[src/hw/rtl/weekly_clock_with_alarms_unit_assert.svh]
// Assertion macros shared by the clock unit files.
// Both expect signals named clk and rst in the enclosing module.
`ifndef WEEKLY_CLOCK_WITH_ALARMS_UNIT_ASSERT_SVH
`define WEEKLY_CLOCK_WITH_ALARMS_UNIT_ASSERT_SVH

// same-cycle implication
`define WCWA_ASSERT_IMP(lbl, ante, cons) \
  lbl: assert property (@(posedge clk) disable iff (rst) (ante) |-> (cons)) \
    else $error("wcwa assertion failed");

// next-cycle implication
`define WCWA_ASSERT_NXT(lbl, ante, cons) \
  lbl: assert property (@(posedge clk) disable iff (rst) (ante) |=> (cons)) \
    else $error("wcwa assertion failed");

`endif

[src/hw/rtl/wcwa_pkg.sv]
package wcwa_pkg;

  localparam int ALARM_SLOTS_DEF = 7;

  localparam logic [19:0] WEEK_SECS = 20'd604800;
  // 49710 days of 86400 seconds
  localparam logic [31:0] ROLL_LIMIT = 32'd4294944000;

  localparam int DIV_QW = 13;

  // register index decode (bit 2 of the byte address)
  localparam logic CFG_IDX_ALARM_COUNT = 1'b0;

  typedef enum logic [2:0] {
    FN_TICK,
    FN_SET_FIELDS,
    FN_SET_RAW,
    FN_ALARM_FIELDS,
    FN_ALARM_RAW,
    FN_SNOOZE_ARM,
    FN_SNOOZE_CLR
  } func_t;

  typedef enum logic [1:0] {
    DIV_WEEK,
    DIV_DAY,
    DIV_HOUR,
    DIV_MIN
  } div_sel_t;

  typedef struct packed {
    logic     start;
    div_sel_t sel;
  } div_req_t;

  typedef struct packed {
    logic we;
    logic re;
  } ram_req_t;

  typedef enum logic [3:0] {
    S_IDLE,
    S_EXEC,
    S_AMOD,
    S_WEEK,
    S_DAY,
    S_HOUR,
    S_MIN,
    S_WALK_RD,
    S_WALK_CMP,
    S_OUT
  } state_t;

  function automatic logic [19:0] field_sum(input logic [2:0] d, input logic [4:0] h,
                                            input logic [5:0] m, input logic [5:0] s);
    return 20'(s) + 20'(m) * 20'd60 + 20'(h) * 20'd3600 + 20'(d) * 20'd86400;
  endfunction

  function automatic logic [31:0] div_divisor(input div_sel_t sel);
    logic [31:0] r;
    case (sel)
      DIV_WEEK: r = 32'd604800;
      DIV_DAY:  r = 32'd86400;
      DIV_HOUR: r = 32'd3600;
      DIV_MIN:  r = 32'd60;
      default:  r = 32'd60;
    endcase
    return r;
  endfunction

  // 2^32 / divisor, rounded down
  function automatic logic [31:0] div_recip(input div_sel_t sel);
    logic [31:0] r;
    case (sel)
      DIV_WEEK: r = 32'd7101;
      DIV_DAY:  r = 32'd49710;
      DIV_HOUR: r = 32'd1193046;
      DIV_MIN:  r = 32'd71582788;
      default:  r = 32'd71582788;
    endcase
    return r;
  endfunction

endpackage

[src/hw/rtl/wcwa_div.sv]
`include "weekly_clock_with_alarms_unit_assert.svh"

module wcwa_div (
  input  logic                    clk,
  input  logic                    rst,
  input  wcwa_pkg::div_req_t      req,
  input  logic [31:0]             dividend,
  output logic                    busy,
  output logic                    done,
  output logic [wcwa_pkg::DIV_QW-1:0] quo,
  output logic [31:0]             rem
);
  import wcwa_pkg::*;

  logic [31:0] x;
  logic [31:0] dv;
  logic [31:0] recip;
  logic [31:0] qe;
  logic [63:0] prod;
  logic [1:0]  step;
  logic        ge;

  // scaled reciprocal gives a quotient low by at most one
  assign prod = 64'(x) * 64'(recip);
  assign ge   = rem >= dv;

  always_ff @(posedge clk) begin
    if (rst) begin
      busy <= 1'b0;
      done <= 1'b0;
    end else begin
      done <= busy && (step == 2'd0);
      if (req.start) begin
        busy <= 1'b1;
      end else if (busy && (step == 2'd0)) begin
        busy <= 1'b0;
      end
    end
  end

  // estimate, back-multiply, then one correction step
  always_ff @(posedge clk) begin
    if (req.start) begin
      x     <= dividend;
      dv    <= div_divisor(req.sel);
      recip <= div_recip(req.sel);
      step  <= 2'd2;
    end else if (busy) begin
      case (step)
        2'd2: qe <= prod[63:32];
        2'd1: begin
          rem <= x - qe * dv;
          quo <= qe[DIV_QW-1:0];
        end
        default: begin
          if (ge) begin
            rem <= rem - dv;
            quo <= quo + DIV_QW'(1);
          end
        end
      endcase
      step <= step - 2'd1;
    end
  end

  `WCWA_ASSERT_NXT(a_start_busy, req.start, busy)
  `WCWA_ASSERT_NXT(a_last_done, busy && (step == 2'd0) && !req.start, done && !busy)
  `WCWA_ASSERT_IMP(a_done_idle, done, !busy)

endmodule

[src/hw/rtl/wcwa_alarm_ram.sv]
module wcwa_alarm_ram #(
  parameter int SLOTS = wcwa_pkg::ALARM_SLOTS_DEF,
  parameter int IDX_W = 3
) (
  input  logic               clk,
  input  logic               rst,
  input  wcwa_pkg::ram_req_t req,
  input  logic [IDX_W-1:0]   waddr,
  input  logic [19:0]        wdata,
  input  logic [IDX_W-1:0]   raddr,
  output logic [19:0]        rdata
);
  import wcwa_pkg::*;

  logic [19:0]      mem [SLOTS];
  logic [SLOTS-1:0] valid;
  logic [19:0]      rd_q;
  logic             rd_valid;

  // unwritten slots read as zero
  always_ff @(posedge clk) begin
    if (rst) begin
      valid <= '0;
    end else if (req.we) begin
      valid[waddr] <= 1'b1;
    end
  end

  always_ff @(posedge clk) begin
    if (req.we) begin
      mem[waddr] <= wdata;
    end
    if (req.re) begin
      rd_q     <= mem[raddr];
      rd_valid <= valid[raddr];
    end
  end

  assign rdata = rd_valid ? rd_q : 20'd0;

endmodule

[src/hw/rtl/weekly_clock_with_alarms_unit.sv]
// Each item runs through the sequencer in turn: four reciprocal divides (week, day, hour,
// minute), then a walk of the N active alarm slots, N = min of alarm_count and ALARM_SLOTS,
// each slot read from the alarm RAM (registered read) and compared. A raw alarm write first
// adds one more divide to reduce its time to the week. One item at a time: no new item is
// accepted until its result is loaded. A stalled result holds the sequencer.
// Reset (rst, synchronous): count, snooze, alarm_count and alarm valid bits cleared.
`include "weekly_clock_with_alarms_unit_assert.svh"

module weekly_clock_with_alarms_unit #(
  parameter int ALARM_SLOTS = wcwa_pkg::ALARM_SLOTS_DEF
) (
  input  logic        clk,
  input  logic        rst,
  // input item stream
  input  logic        s_tvalid,
  output logic        s_tready,
  // slot[2:0], day_in[5:3], hour_in[10:6], minute_in[16:11], second_in[22:17],
  // raw_in[54:23], zero pad[55]
  input  logic [55:0] s_tdata,
  // func[2:0]
  input  logic [2:0]  s_tuser,
  // result stream
  output logic        m_tvalid,
  input  logic        m_tready,
  // raw_count[31:0], second_out[37:32], minute_out[43:38], hour_out[48:44],
  // weekday_out[51:49], alarm_hit[52], zero pad[55:53]
  output logic [55:0] m_tdata,
  // config port
  input  logic        psel,
  input  logic        penable,
  input  logic        pwrite,
  input  logic [2:0]  paddr,
  input  logic [31:0] pwdata,
  output logic [31:0] prdata,
  output logic        pready
);
  import wcwa_pkg::*;

  localparam int IDX_W = (ALARM_SLOTS > 1) ? $clog2(ALARM_SLOTS) : 1;
  localparam int CNT_W = $clog2(ALARM_SLOTS + 1);

  state_t state, state_next;

  // latched command
  logic [2:0]  func_q;
  logic [2:0]  slot_q;
  logic [2:0]  day_q;
  logic [4:0]  hour_q;
  logic [5:0]  min_q;
  logic [5:0]  sec_q;
  logic [31:0] raw_q;

  // architectural state outside the alarm RAM
  logic [31:0] count, count_next;
  logic [31:0] snooze_time;
  logic        snooze_armed;
  logic [2:0]  alarm_count;

  // decomposed time of the current item
  logic [19:0] week;
  logic [2:0]  day_r;
  logic [4:0]  hour_r;
  logic [5:0]  min_r;
  logic [5:0]  sec_r;
  logic        hit;
  logic [CNT_W-1:0] idx;

  // result register
  logic [31:0] out_raw;
  logic [5:0]  out_sec;
  logic [5:0]  out_min;
  logic [4:0]  out_hour;
  logic [2:0]  out_day;
  logic        out_hit;

  // divider hookup
  div_req_t              div_req;
  logic [31:0]           div_dividend;
  logic                  div_busy;
  logic                  div_done;
  logic [DIV_QW-1:0]     div_quo;
  logic [31:0]           div_rem;

  // alarm RAM hookup
  ram_req_t          ram_req;
  logic [IDX_W-1:0]  ram_waddr;
  logic [19:0]       ram_wdata;
  logic [IDX_W-1:0]  ram_raddr;
  logic [19:0]       ram_rdata;

  logic [19:0] fsum;
  logic [19:0] alarm_f_val;
  logic        slot_ok;
  logic [4:0]  n_act;
  logic        walk_more;
  logic        in_acc;
  logic        out_load;
  logic        cfg_wr;

  assign in_acc   = s_tvalid && s_tready;
  assign out_load = (state == S_OUT) && (!m_tvalid || m_tready);

  // field-form time and its week-reduced form for alarm slots
  assign fsum        = field_sum(day_q, hour_q, min_q, sec_q);
  assign alarm_f_val = (fsum >= WEEK_SECS) ? (fsum - WEEK_SECS) : fsum;
  assign slot_ok     = {29'd0, slot_q} < 32'(ALARM_SLOTS);

  // alarm_count above the slot count compares all slots
  assign n_act     = (5'(alarm_count) > 5'(ALARM_SLOTS)) ? 5'(ALARM_SLOTS) : 5'(alarm_count);
  assign walk_more = 5'(idx) < n_act;

  always_comb begin
    case (func_q)
      FN_TICK:       count_next = count + 32'd1;
      FN_SET_FIELDS: count_next = {12'd0, fsum};
      FN_SET_RAW:    count_next = raw_q;
      default:       count_next = count;
    endcase
  end

  // ---------------- sequencer: next state ----------------
  always_comb begin
    state_next = state;
    case (state)
      S_IDLE:     if (in_acc) state_next = S_EXEC;
      S_EXEC:     state_next = (func_q == FN_ALARM_RAW) ? S_AMOD : S_WEEK;
      S_AMOD:     if (div_done) state_next = S_WEEK;
      S_WEEK:     if (div_done) state_next = S_DAY;
      S_DAY:      if (div_done) state_next = S_HOUR;
      S_HOUR:     if (div_done) state_next = S_MIN;
      S_MIN:      if (div_done) state_next = S_WALK_RD;
      S_WALK_RD:  state_next = walk_more ? S_WALK_CMP : S_OUT;
      S_WALK_CMP: state_next = S_WALK_RD;
      S_OUT:      if (out_load) state_next = S_IDLE;
      default:    state_next = S_IDLE;
    endcase
  end

  // ---------------- sequencer: outputs ----------------
  // After the first divide, each divide is launched in the cycle that finishes the previous
  // one; from the day divide on, the divider's remainder feeds the next stage of the breakdown.
  always_comb begin
    s_tready     = (state == S_IDLE);
    div_req      = '0;
    div_dividend = div_rem;
    ram_req      = '0;
    ram_waddr    = IDX_W'(slot_q);
    ram_wdata    = alarm_f_val;
    ram_raddr    = idx[IDX_W-1:0];
    case (state)
      S_EXEC: begin
        div_req.start = 1'b1;
        div_req.sel   = DIV_WEEK;
        if (func_q == FN_ALARM_RAW) begin
          div_dividend = raw_q;
        end else begin
          div_dividend = count_next;
          ram_req.we   = (func_q == FN_ALARM_FIELDS) && slot_ok;
        end
      end
      S_AMOD: begin
        ram_wdata = div_rem[19:0];
        if (div_done) begin
          ram_req.we    = slot_ok;
          div_req.start = 1'b1;
          div_req.sel   = DIV_WEEK;
          div_dividend  = count;
        end
      end
      S_WEEK: begin
        div_dividend = {12'd0, div_rem[19:0]};
        if (div_done) begin
          div_req.start = 1'b1;
          div_req.sel   = DIV_DAY;
        end
      end
      S_DAY: begin
        if (div_done) begin
          div_req.start = 1'b1;
          div_req.sel   = DIV_HOUR;
        end
      end
      S_HOUR: begin
        if (div_done) begin
          div_req.start = 1'b1;
          div_req.sel   = DIV_MIN;
        end
      end
      S_WALK_RD: ram_req.re = walk_more;
      default: ;
    endcase
  end

  always_ff @(posedge clk) begin
    if (rst) begin
      state <= S_IDLE;
    end else begin
      state <= state_next;
    end
  end

  // command latch
  always_ff @(posedge clk) begin
    if (in_acc) begin
      func_q <= s_tuser;
      slot_q <= s_tdata[2:0];
      day_q  <= s_tdata[5:3];
      hour_q <= s_tdata[10:6];
      min_q  <= s_tdata[16:11];
      sec_q  <= s_tdata[22:17];
      raw_q  <= s_tdata[54:23];
    end
  end

  // count and snooze
  always_ff @(posedge clk) begin
    if (rst) begin
      count        <= '0;
      snooze_time  <= '0;
      snooze_armed <= 1'b0;
    end else begin
      if (state == S_EXEC) begin
        count <= count_next;
        if (func_q == FN_SNOOZE_ARM) begin
          snooze_time  <= raw_q;
          snooze_armed <= 1'b1;
        end else if (func_q == FN_SNOOZE_CLR) begin
          snooze_armed <= 1'b0;
        end
      end
      // day count at 49710 or beyond: fold back into the first week
      if ((state == S_WEEK) && div_done && (count >= ROLL_LIMIT)) begin
        count <= div_rem;
      end
    end
  end

  // time breakdown and alarm walk
  always_ff @(posedge clk) begin
    if ((state == S_WEEK) && div_done) begin
      week <= div_rem[19:0];
    end
    if ((state == S_DAY) && div_done) begin
      day_r <= div_quo[2:0];
    end
    if ((state == S_HOUR) && div_done) begin
      hour_r <= div_quo[4:0];
    end
    if ((state == S_MIN) && div_done) begin
      min_r <= div_quo[5:0];
      sec_r <= div_rem[5:0];
      idx   <= '0;
      // snooze due at its time or one second before
      hit   <= snooze_armed && ((snooze_time == count) || (snooze_time == count + 32'd1));
    end
    if (state == S_WALK_CMP) begin
      hit <= hit || (ram_rdata == week) || ({1'b0, ram_rdata} == {1'b0, week} + 21'd1);
      idx <= idx + CNT_W'(1);
    end
  end

  // result register: decouples the sequencer from the output side
  always_ff @(posedge clk) begin
    if (rst) begin
      m_tvalid <= 1'b0;
    end else if (out_load) begin
      m_tvalid <= 1'b1;
    end else if (m_tready) begin
      m_tvalid <= 1'b0;
    end
  end

  always_ff @(posedge clk) begin
    if (out_load) begin
      out_raw  <= count;
      out_sec  <= sec_r;
      out_min  <= min_r;
      out_hour <= hour_r;
      out_day  <= day_r;
      out_hit  <= hit;
    end
  end

  assign m_tdata = {3'd0, out_hit, out_day, out_hour, out_min, out_sec, out_raw};

  // config register
  assign pready = 1'b1;
  assign cfg_wr = psel && penable && pwrite && pready;

  always_ff @(posedge clk) begin
    if (rst) begin
      alarm_count <= '0;
    end else if (cfg_wr && (paddr[2] == CFG_IDX_ALARM_COUNT)) begin
      alarm_count <= pwdata[2:0];
    end
  end

  assign prdata = (paddr[2] == CFG_IDX_ALARM_COUNT) ? {29'd0, alarm_count} : 32'd0;

  wcwa_div u_div (
    .clk      (clk),
    .rst      (rst),
    .req      (div_req),
    .dividend (div_dividend),
    .busy     (div_busy),
    .done     (div_done),
    .quo      (div_quo),
    .rem      (div_rem)
  );

  wcwa_alarm_ram #(
    .SLOTS (ALARM_SLOTS),
    .IDX_W (IDX_W)
  ) u_ram (
    .clk   (clk),
    .rst   (rst),
    .req   (ram_req),
    .waddr (ram_waddr),
    .wdata (ram_wdata),
    .raddr (ram_raddr),
    .rdata (ram_rdata)
  );

  `WCWA_ASSERT_IMP(a_div_start_free, div_req.start, !div_busy)
  `WCWA_ASSERT_IMP(a_ram_no_overlap, ram_req.we, !ram_req.re)
  `WCWA_ASSERT_IMP(a_out_min_sec, m_tvalid, (out_sec < 6'd60) && (out_min < 6'd60))
  `WCWA_ASSERT_IMP(a_out_hour_day, m_tvalid, (out_hour < 5'd24) && (out_day < 3'd7))
  `WCWA_ASSERT_IMP(a_out_rolled, m_tvalid, out_raw < ROLL_LIMIT)

endmodule
[config.mk]
export PLATFORM = sky130hd
export DESIGN_NAME = weekly_clock_with_alarms_unit
export DESIGN_NICKNAME = d
export VERILOG_FILES = /design/src/hw/rtl/wcwa_pkg.sv /design/src/hw/rtl/wcwa_div.sv /design/src/hw/rtl/wcwa_alarm_ram.sv /design/src/hw/rtl/weekly_clock_with_alarms_unit.sv
export VERILOG_INCLUDE_DIRS = /design/src /design/src/hw/rtl
export SDC_FILE = /design/constraint.sdc
export NUM_CORES = 2
export LEC_CHECK = 0
export BUFFER_PORTS_ARGS = -buffer_cell sky130_fd_sc_hd__buf_2
export CORE_UTILIZATION = 70
export CTS_CLUSTER_SIZE = 24
export DETAILED_ROUTE_END_ITERATION = 7
export GPL_TIMING_DRIVEN = 1
export PLACE_DENSITY_LB_ADDON = 0.08
export SKIP_LAST_GASP = 1
export SYNTH_ARGS = -nofsm -noshare
export SYNTH_HDL_FRONTEND = slang
export SYNTH_HIERARCHICAL = 1
export SYNTH_SLANG_ARGS = --single-unit
[constraint.sdc]
create_clock -name clk -period 15.9 [get_ports clk]
set_input_delay 0 -clock clk [delete_from_list [all_inputs] [get_ports clk]]
set_output_delay 0 -clock clk [all_outputs]
set_load 0.03 [all_outputs]
[After elaboration in Yosys (flattened, before gate mapping)]
Memories as Yosys holds them, arrays and structs flattened. A register that Yosys moved wholly into a read port is not among the register bits.
Index checks and enable logic that the tools add are counted.
Word-level totals
  bits in registers: 413
  memory bits (writable): 140
  output and inout port bits: 91
  logic and storage cells: 182
  memories kept: 1
Memory list
  u_ram.mem: depth 7, bits a word 20, read ports 1, clocked after Yosys merged registers in 1, wr ports 1, RTL line wcwa_alarm_ram.sv:15  | logic [19:0] mem [SLOTS];
Operators by class
  add/subtract/negate cells: 11
  $mul: 5
  $lt $le $gt $ge: 8
  equality and inequality tests: 31
  mux-type cells: 51
  bitwise gates (word level): 4
  reduce and logical (&&, ||, !) cells: 34
Operators with widths (number)
  $pmux W32 S4: 2
  $pmux W32 S3: 2
  $mux W32: 5
  $eq A32 B32 Y1: 2
  $mul A32 B32 Y64: 1
  $pmux W32 S2: 1
  $sub A32 B32 Y32: 2
  $mux W20: 3
  $pmux W4 S10: 1
  $add A32 B1 Y32 const B: 1
  $ge A32 B32 Y1: 1
  $ge A32 B32 Y1 const B: 1
  $mul A32 B32 Y32: 1
  $mux W4: 7
  $pmux W13 S2: 1
  $add A20 B1 Y21 const B: 1
  $eq A20 B21 Y1: 1
  $mux W3: 7
  $add A18 B20 Y20: 1
  $eq A20 B20 Y1: 1
  $ge A20 B20 Y1 const B: 1
  $sub A20 B20 Y20 const B: 1
  $add A13 B17 Y18: 1
  $mux W1: 17
  other kinds (40): 82

[Depth between registers and ports, before layout]
  depth in word-level cells: 7
  depth in mapped cells: 31

[By module]
Netlist, hierarchy kept.
Modules (own cells, without submodules)
  wcwa_div: instances 1, cells an instance 3881, area an instance 38051.5 sq um, sequential area each 3503.4 sq um
  weekly_clock_with_alarms_unit: instances 1, cells an instance 1602, area an instance 14994.4 sq um, sequential area each 6115.9 sq um
  wcwa_alarm_ram: instances 1, cells an instance 357, area an instance 6545.0 sq um, sequential area each 4974.8 sq um

[Least setup slack after synthesis]
Ideal clock, no wire load.
  kind: reg2reg
  from: register u_div.dv[11]
  to: register u_div.rem[31] (data pin)
  data arrival time: 7.621 ns
  data required time: 15.632 ns
  slack: 8.010 ns
  cell stages (with the launch flop): 30
  path buffers: 3
  path through: edfxtp_1 clkbuf_1 clkbuf_1 clkbuf_1 nand2_1 fa_1 fa_1 fa_1 inv_1 fa_1 inv_1 fa_1 inv_1 fa_1 inv_1 fa_1 inv_1 fa_1 inv_1 ha_1 a21o_1 a21o_1 a21oi_1 o21ai_0 a2111oi_2 nor3_1 a2111o_1 a21oi_1 xnor2_1 mux2i_1
On the way
  longest elaborated chain between the ends: 3
RTL lines
  start, declared: RTL line wcwa_div.sv:16  | logic [31:0] dv;
  start signal, assigned: RTL line wcwa_div.sv:45  | dv <= div_divisor(req.sel);
  $mul A32 B32 Y32 or $sub A32 B32 Y32 (tied branches): RTL line wcwa_div.sv:52, wcwa_div.sv:57
  $sub A32 B32 Y32 or $mux W32 (tied branches): RTL line wcwa_div.sv:52, wcwa_div.sv:56
  $pmux W32 S2 (*): RTL line wcwa_div.sv:49  | case (step)
  end signal, assigned: RTL line wcwa_div.sv:52  | rem <= x - qe * dv;
  end signal, assigned: RTL line wcwa_div.sv:57  | rem <= rem - dv;
  end, declared: RTL line wcwa_div.sv:11  | output logic [31:0] rem
Mark *: on every way between the ends. The rest lies on a longest branch, timed or not. The select of a mux whose other input is x is not followed.
A chain may end at the register's enable or synchronous reset.

==> impl_metrics.yaml <==
setup_path:
  end_kind: "flip-flop"
  reg2reg_to: "u_div/qe[22]$_DFFE_PP_"
  r2r_cells: 23
  cp_data_required_time_ns: 16.29
  path_class: "reg -> reg"
  ff2ff_setup_slack_ns: 6.08
  crit_arrival_ns: 10.21
  cp_max_fo: 44
  r2r_start: "u_div/dv[5]$_SDFFCE_PP0P_"
  critPathLaunch: "u_div/dv[5]$_SDFFCE_PP0P_"
  cp-start-kind: "flip-flop"
hold_path:
  hold_path_depth: 3
  min-delay-start: "rst"
  hold_class: "in -> reg"
  worstHoldEndpoint: "u_ram/valid[6]$_SDFFE_PP0P_"
floorplan:
  fp.dieH_um: 293
  core_mm2: 0.0837
  core.rowCount: 106
  fp.dieW_um: 293
  io_pins: 192
  dieArea_mm2: 0.0857
  start_util_pct: 70.7
timing:
  min_period_ns: 9.82
  hold_violations: 0
  tns_ns: 0
  skew_ns: 0.0628
  setup_viol: 0
  worst_slew_pin_slew_ns: 1.26
  drv_slew: 0
  fin_crit_sh_pct: 61.7
  max_freq_mhz: 102
  rsz0062_at_grt: "no"
  slew_headroom_pct: 16.0
clocking:
  path_clk_slew_ns: 0.07
  cts_root_buf: "clkbuf_16"
  max-clock-path-buffers: 3
  cts_sinks: 507
  cts_tree: "yes"
  htree_num_levels: 2
  cts.repair.resized: 0
  cts_buffers: 53
  insertion_delay_ns: 0.65
  postCtsSetupBuffers: 0
global_routing:
  grt_usage_pct: 38.9
  grt_max_degree: 84
  grt_pass1_wl_um: 251000
  overflow: 0
  grt_pass1_vias: 43600
  antenna_found_initial: 4
routing:
  drt_iter0_markers: 3850
  wirelength_um: 162000
  via_per_inst: 5.91
  ant_nets: 0
  num_vias: 42100
  wl_per_cell_um: 22.8
  drt_first_pass_iters: 7
  remaining_drc_errors: 0
logic_synthesis:
  yosysWarningCount: 6
  avgSynthCellArea_um2: 10.2
  netlist_area_mm2: 0.0592
  syn_inst: 5802
status:
  status: "complete, no violations"
layout:
  area_growth_pct: 6.90
  drive_gt1_share_pct: 6.16
  nNetsFinal: 7517
placement:
  hpwl_um: 129000
  portBuffers: 126
  gp_congestion: 1.01
run:
  maxCapViolCount: 0
==> layout make-up <==
class	count	area (um2)
clock buffers	80	1550
multi-input cells	3808	39000
fillers	5881	20400
well taps	1134	1420
inverters	1305	4900
flip-flops and latches	507	14400
clock inverters	18	210
repair buffers	257	1780
diodes	2	5.00
==> through the flow <==
step	instances	setup WS, ns	utilization, %	hold WS, ns	area (um2)
2_1_floorplan	5833	8.01	-	0.0720	59300
3_3_place_gp	6945	6.33	72.7	0.177	60900
4_1_cts	7109	6.32	75.6	0.0347	63300
5_1_grt	7109	5.70	75.6	0.0633	63300
3_5_place_dp	6945	6.34	72.7	0.178	60900
6_report	7111	6.08	75.6	0.0360	63300
==> routing by layer <==
layer  global-route usage (%)  vias to the layer above  wire length (um)
met4                     15.9                        6              7490
met2                     62.2                     2064             75100
met5                        0                        -                41
li1                         -                    18900                 -
met1                     52.4                    20700             63800
met3                     7.41                      391             15400
==> cells in the final DEF (no fill, tap or decap), types with 140 or more instances in the layout <==
cell / instances
a21oi_1: 204
and2_1: 239
edfxtp_1: 423
fa_1: 835
ha_1: 648
inv_1: 1296
nand2_1: 467
nor2_1: 196
o21ai_0: 140
xnor2_1: 146
==> worst max-delay path: stages (launching register included) <==
cell and delay [ns]:
edfxtp_1 0.75, buf_4 0.58, clkinv_1 0.80, nor2_1 0.65, ha_1 0.24, inv_1 0.05, fa_1 0.45, fa_1 0.49
inv_1 0.04, ha_1 0.19, fa_1 0.48, fa_1 0.53, fa_1 0.42, fa_1 0.50, ha_1 0.41, nand2_1 0.10
and3_1 0.15, a221oi_1 0.86, nor4_1 0.15, a211oi_2 0.58, a31oi_1 0.35, o311ai_2 0.48, a21oi_1 0.15, xnor2_1 0.14
==> worst max-delay path by stage <==
stage	to	slack [ns]	depth (start not counted)
2_1_floorplan	u_div/rem[31]$_DFFE_PP_	8.01	29
3_3_place_gp	u_div/qe[22]$_DFFE_PP_	6.33	27
3_5_place_dp	u_div/qe[22]$_DFFE_PP_	6.34	24
4_1_cts	u_div/qe[22]$_DFFE_PP_	6.32	27
5_1_grt	u_div/qe[22]$_DFFE_PP_	5.70	24
6_report	u_div/qe[22]$_DFFE_PP_	6.08	23
==> flip-flops by register name, summed over array words and instances (netlist names), 28 cells and up <==
register and flops:
out_raw 32, raw_q 32, snooze_time 32, u_div/x 32, u_ram/mem 140, count 32
u_div/rem 32, u_div/qe 28
==> timing repair <==
item                                    4_1_cts  5_1_grt
endpoints found under the setup margin        0        0
hold endpoints to repair                     79        0
hold buffers                                 66        0
Power is left out: the tool's default activity adds up to more than one toggle a clock period on the data nets, which glitch-free logic cannot reach.
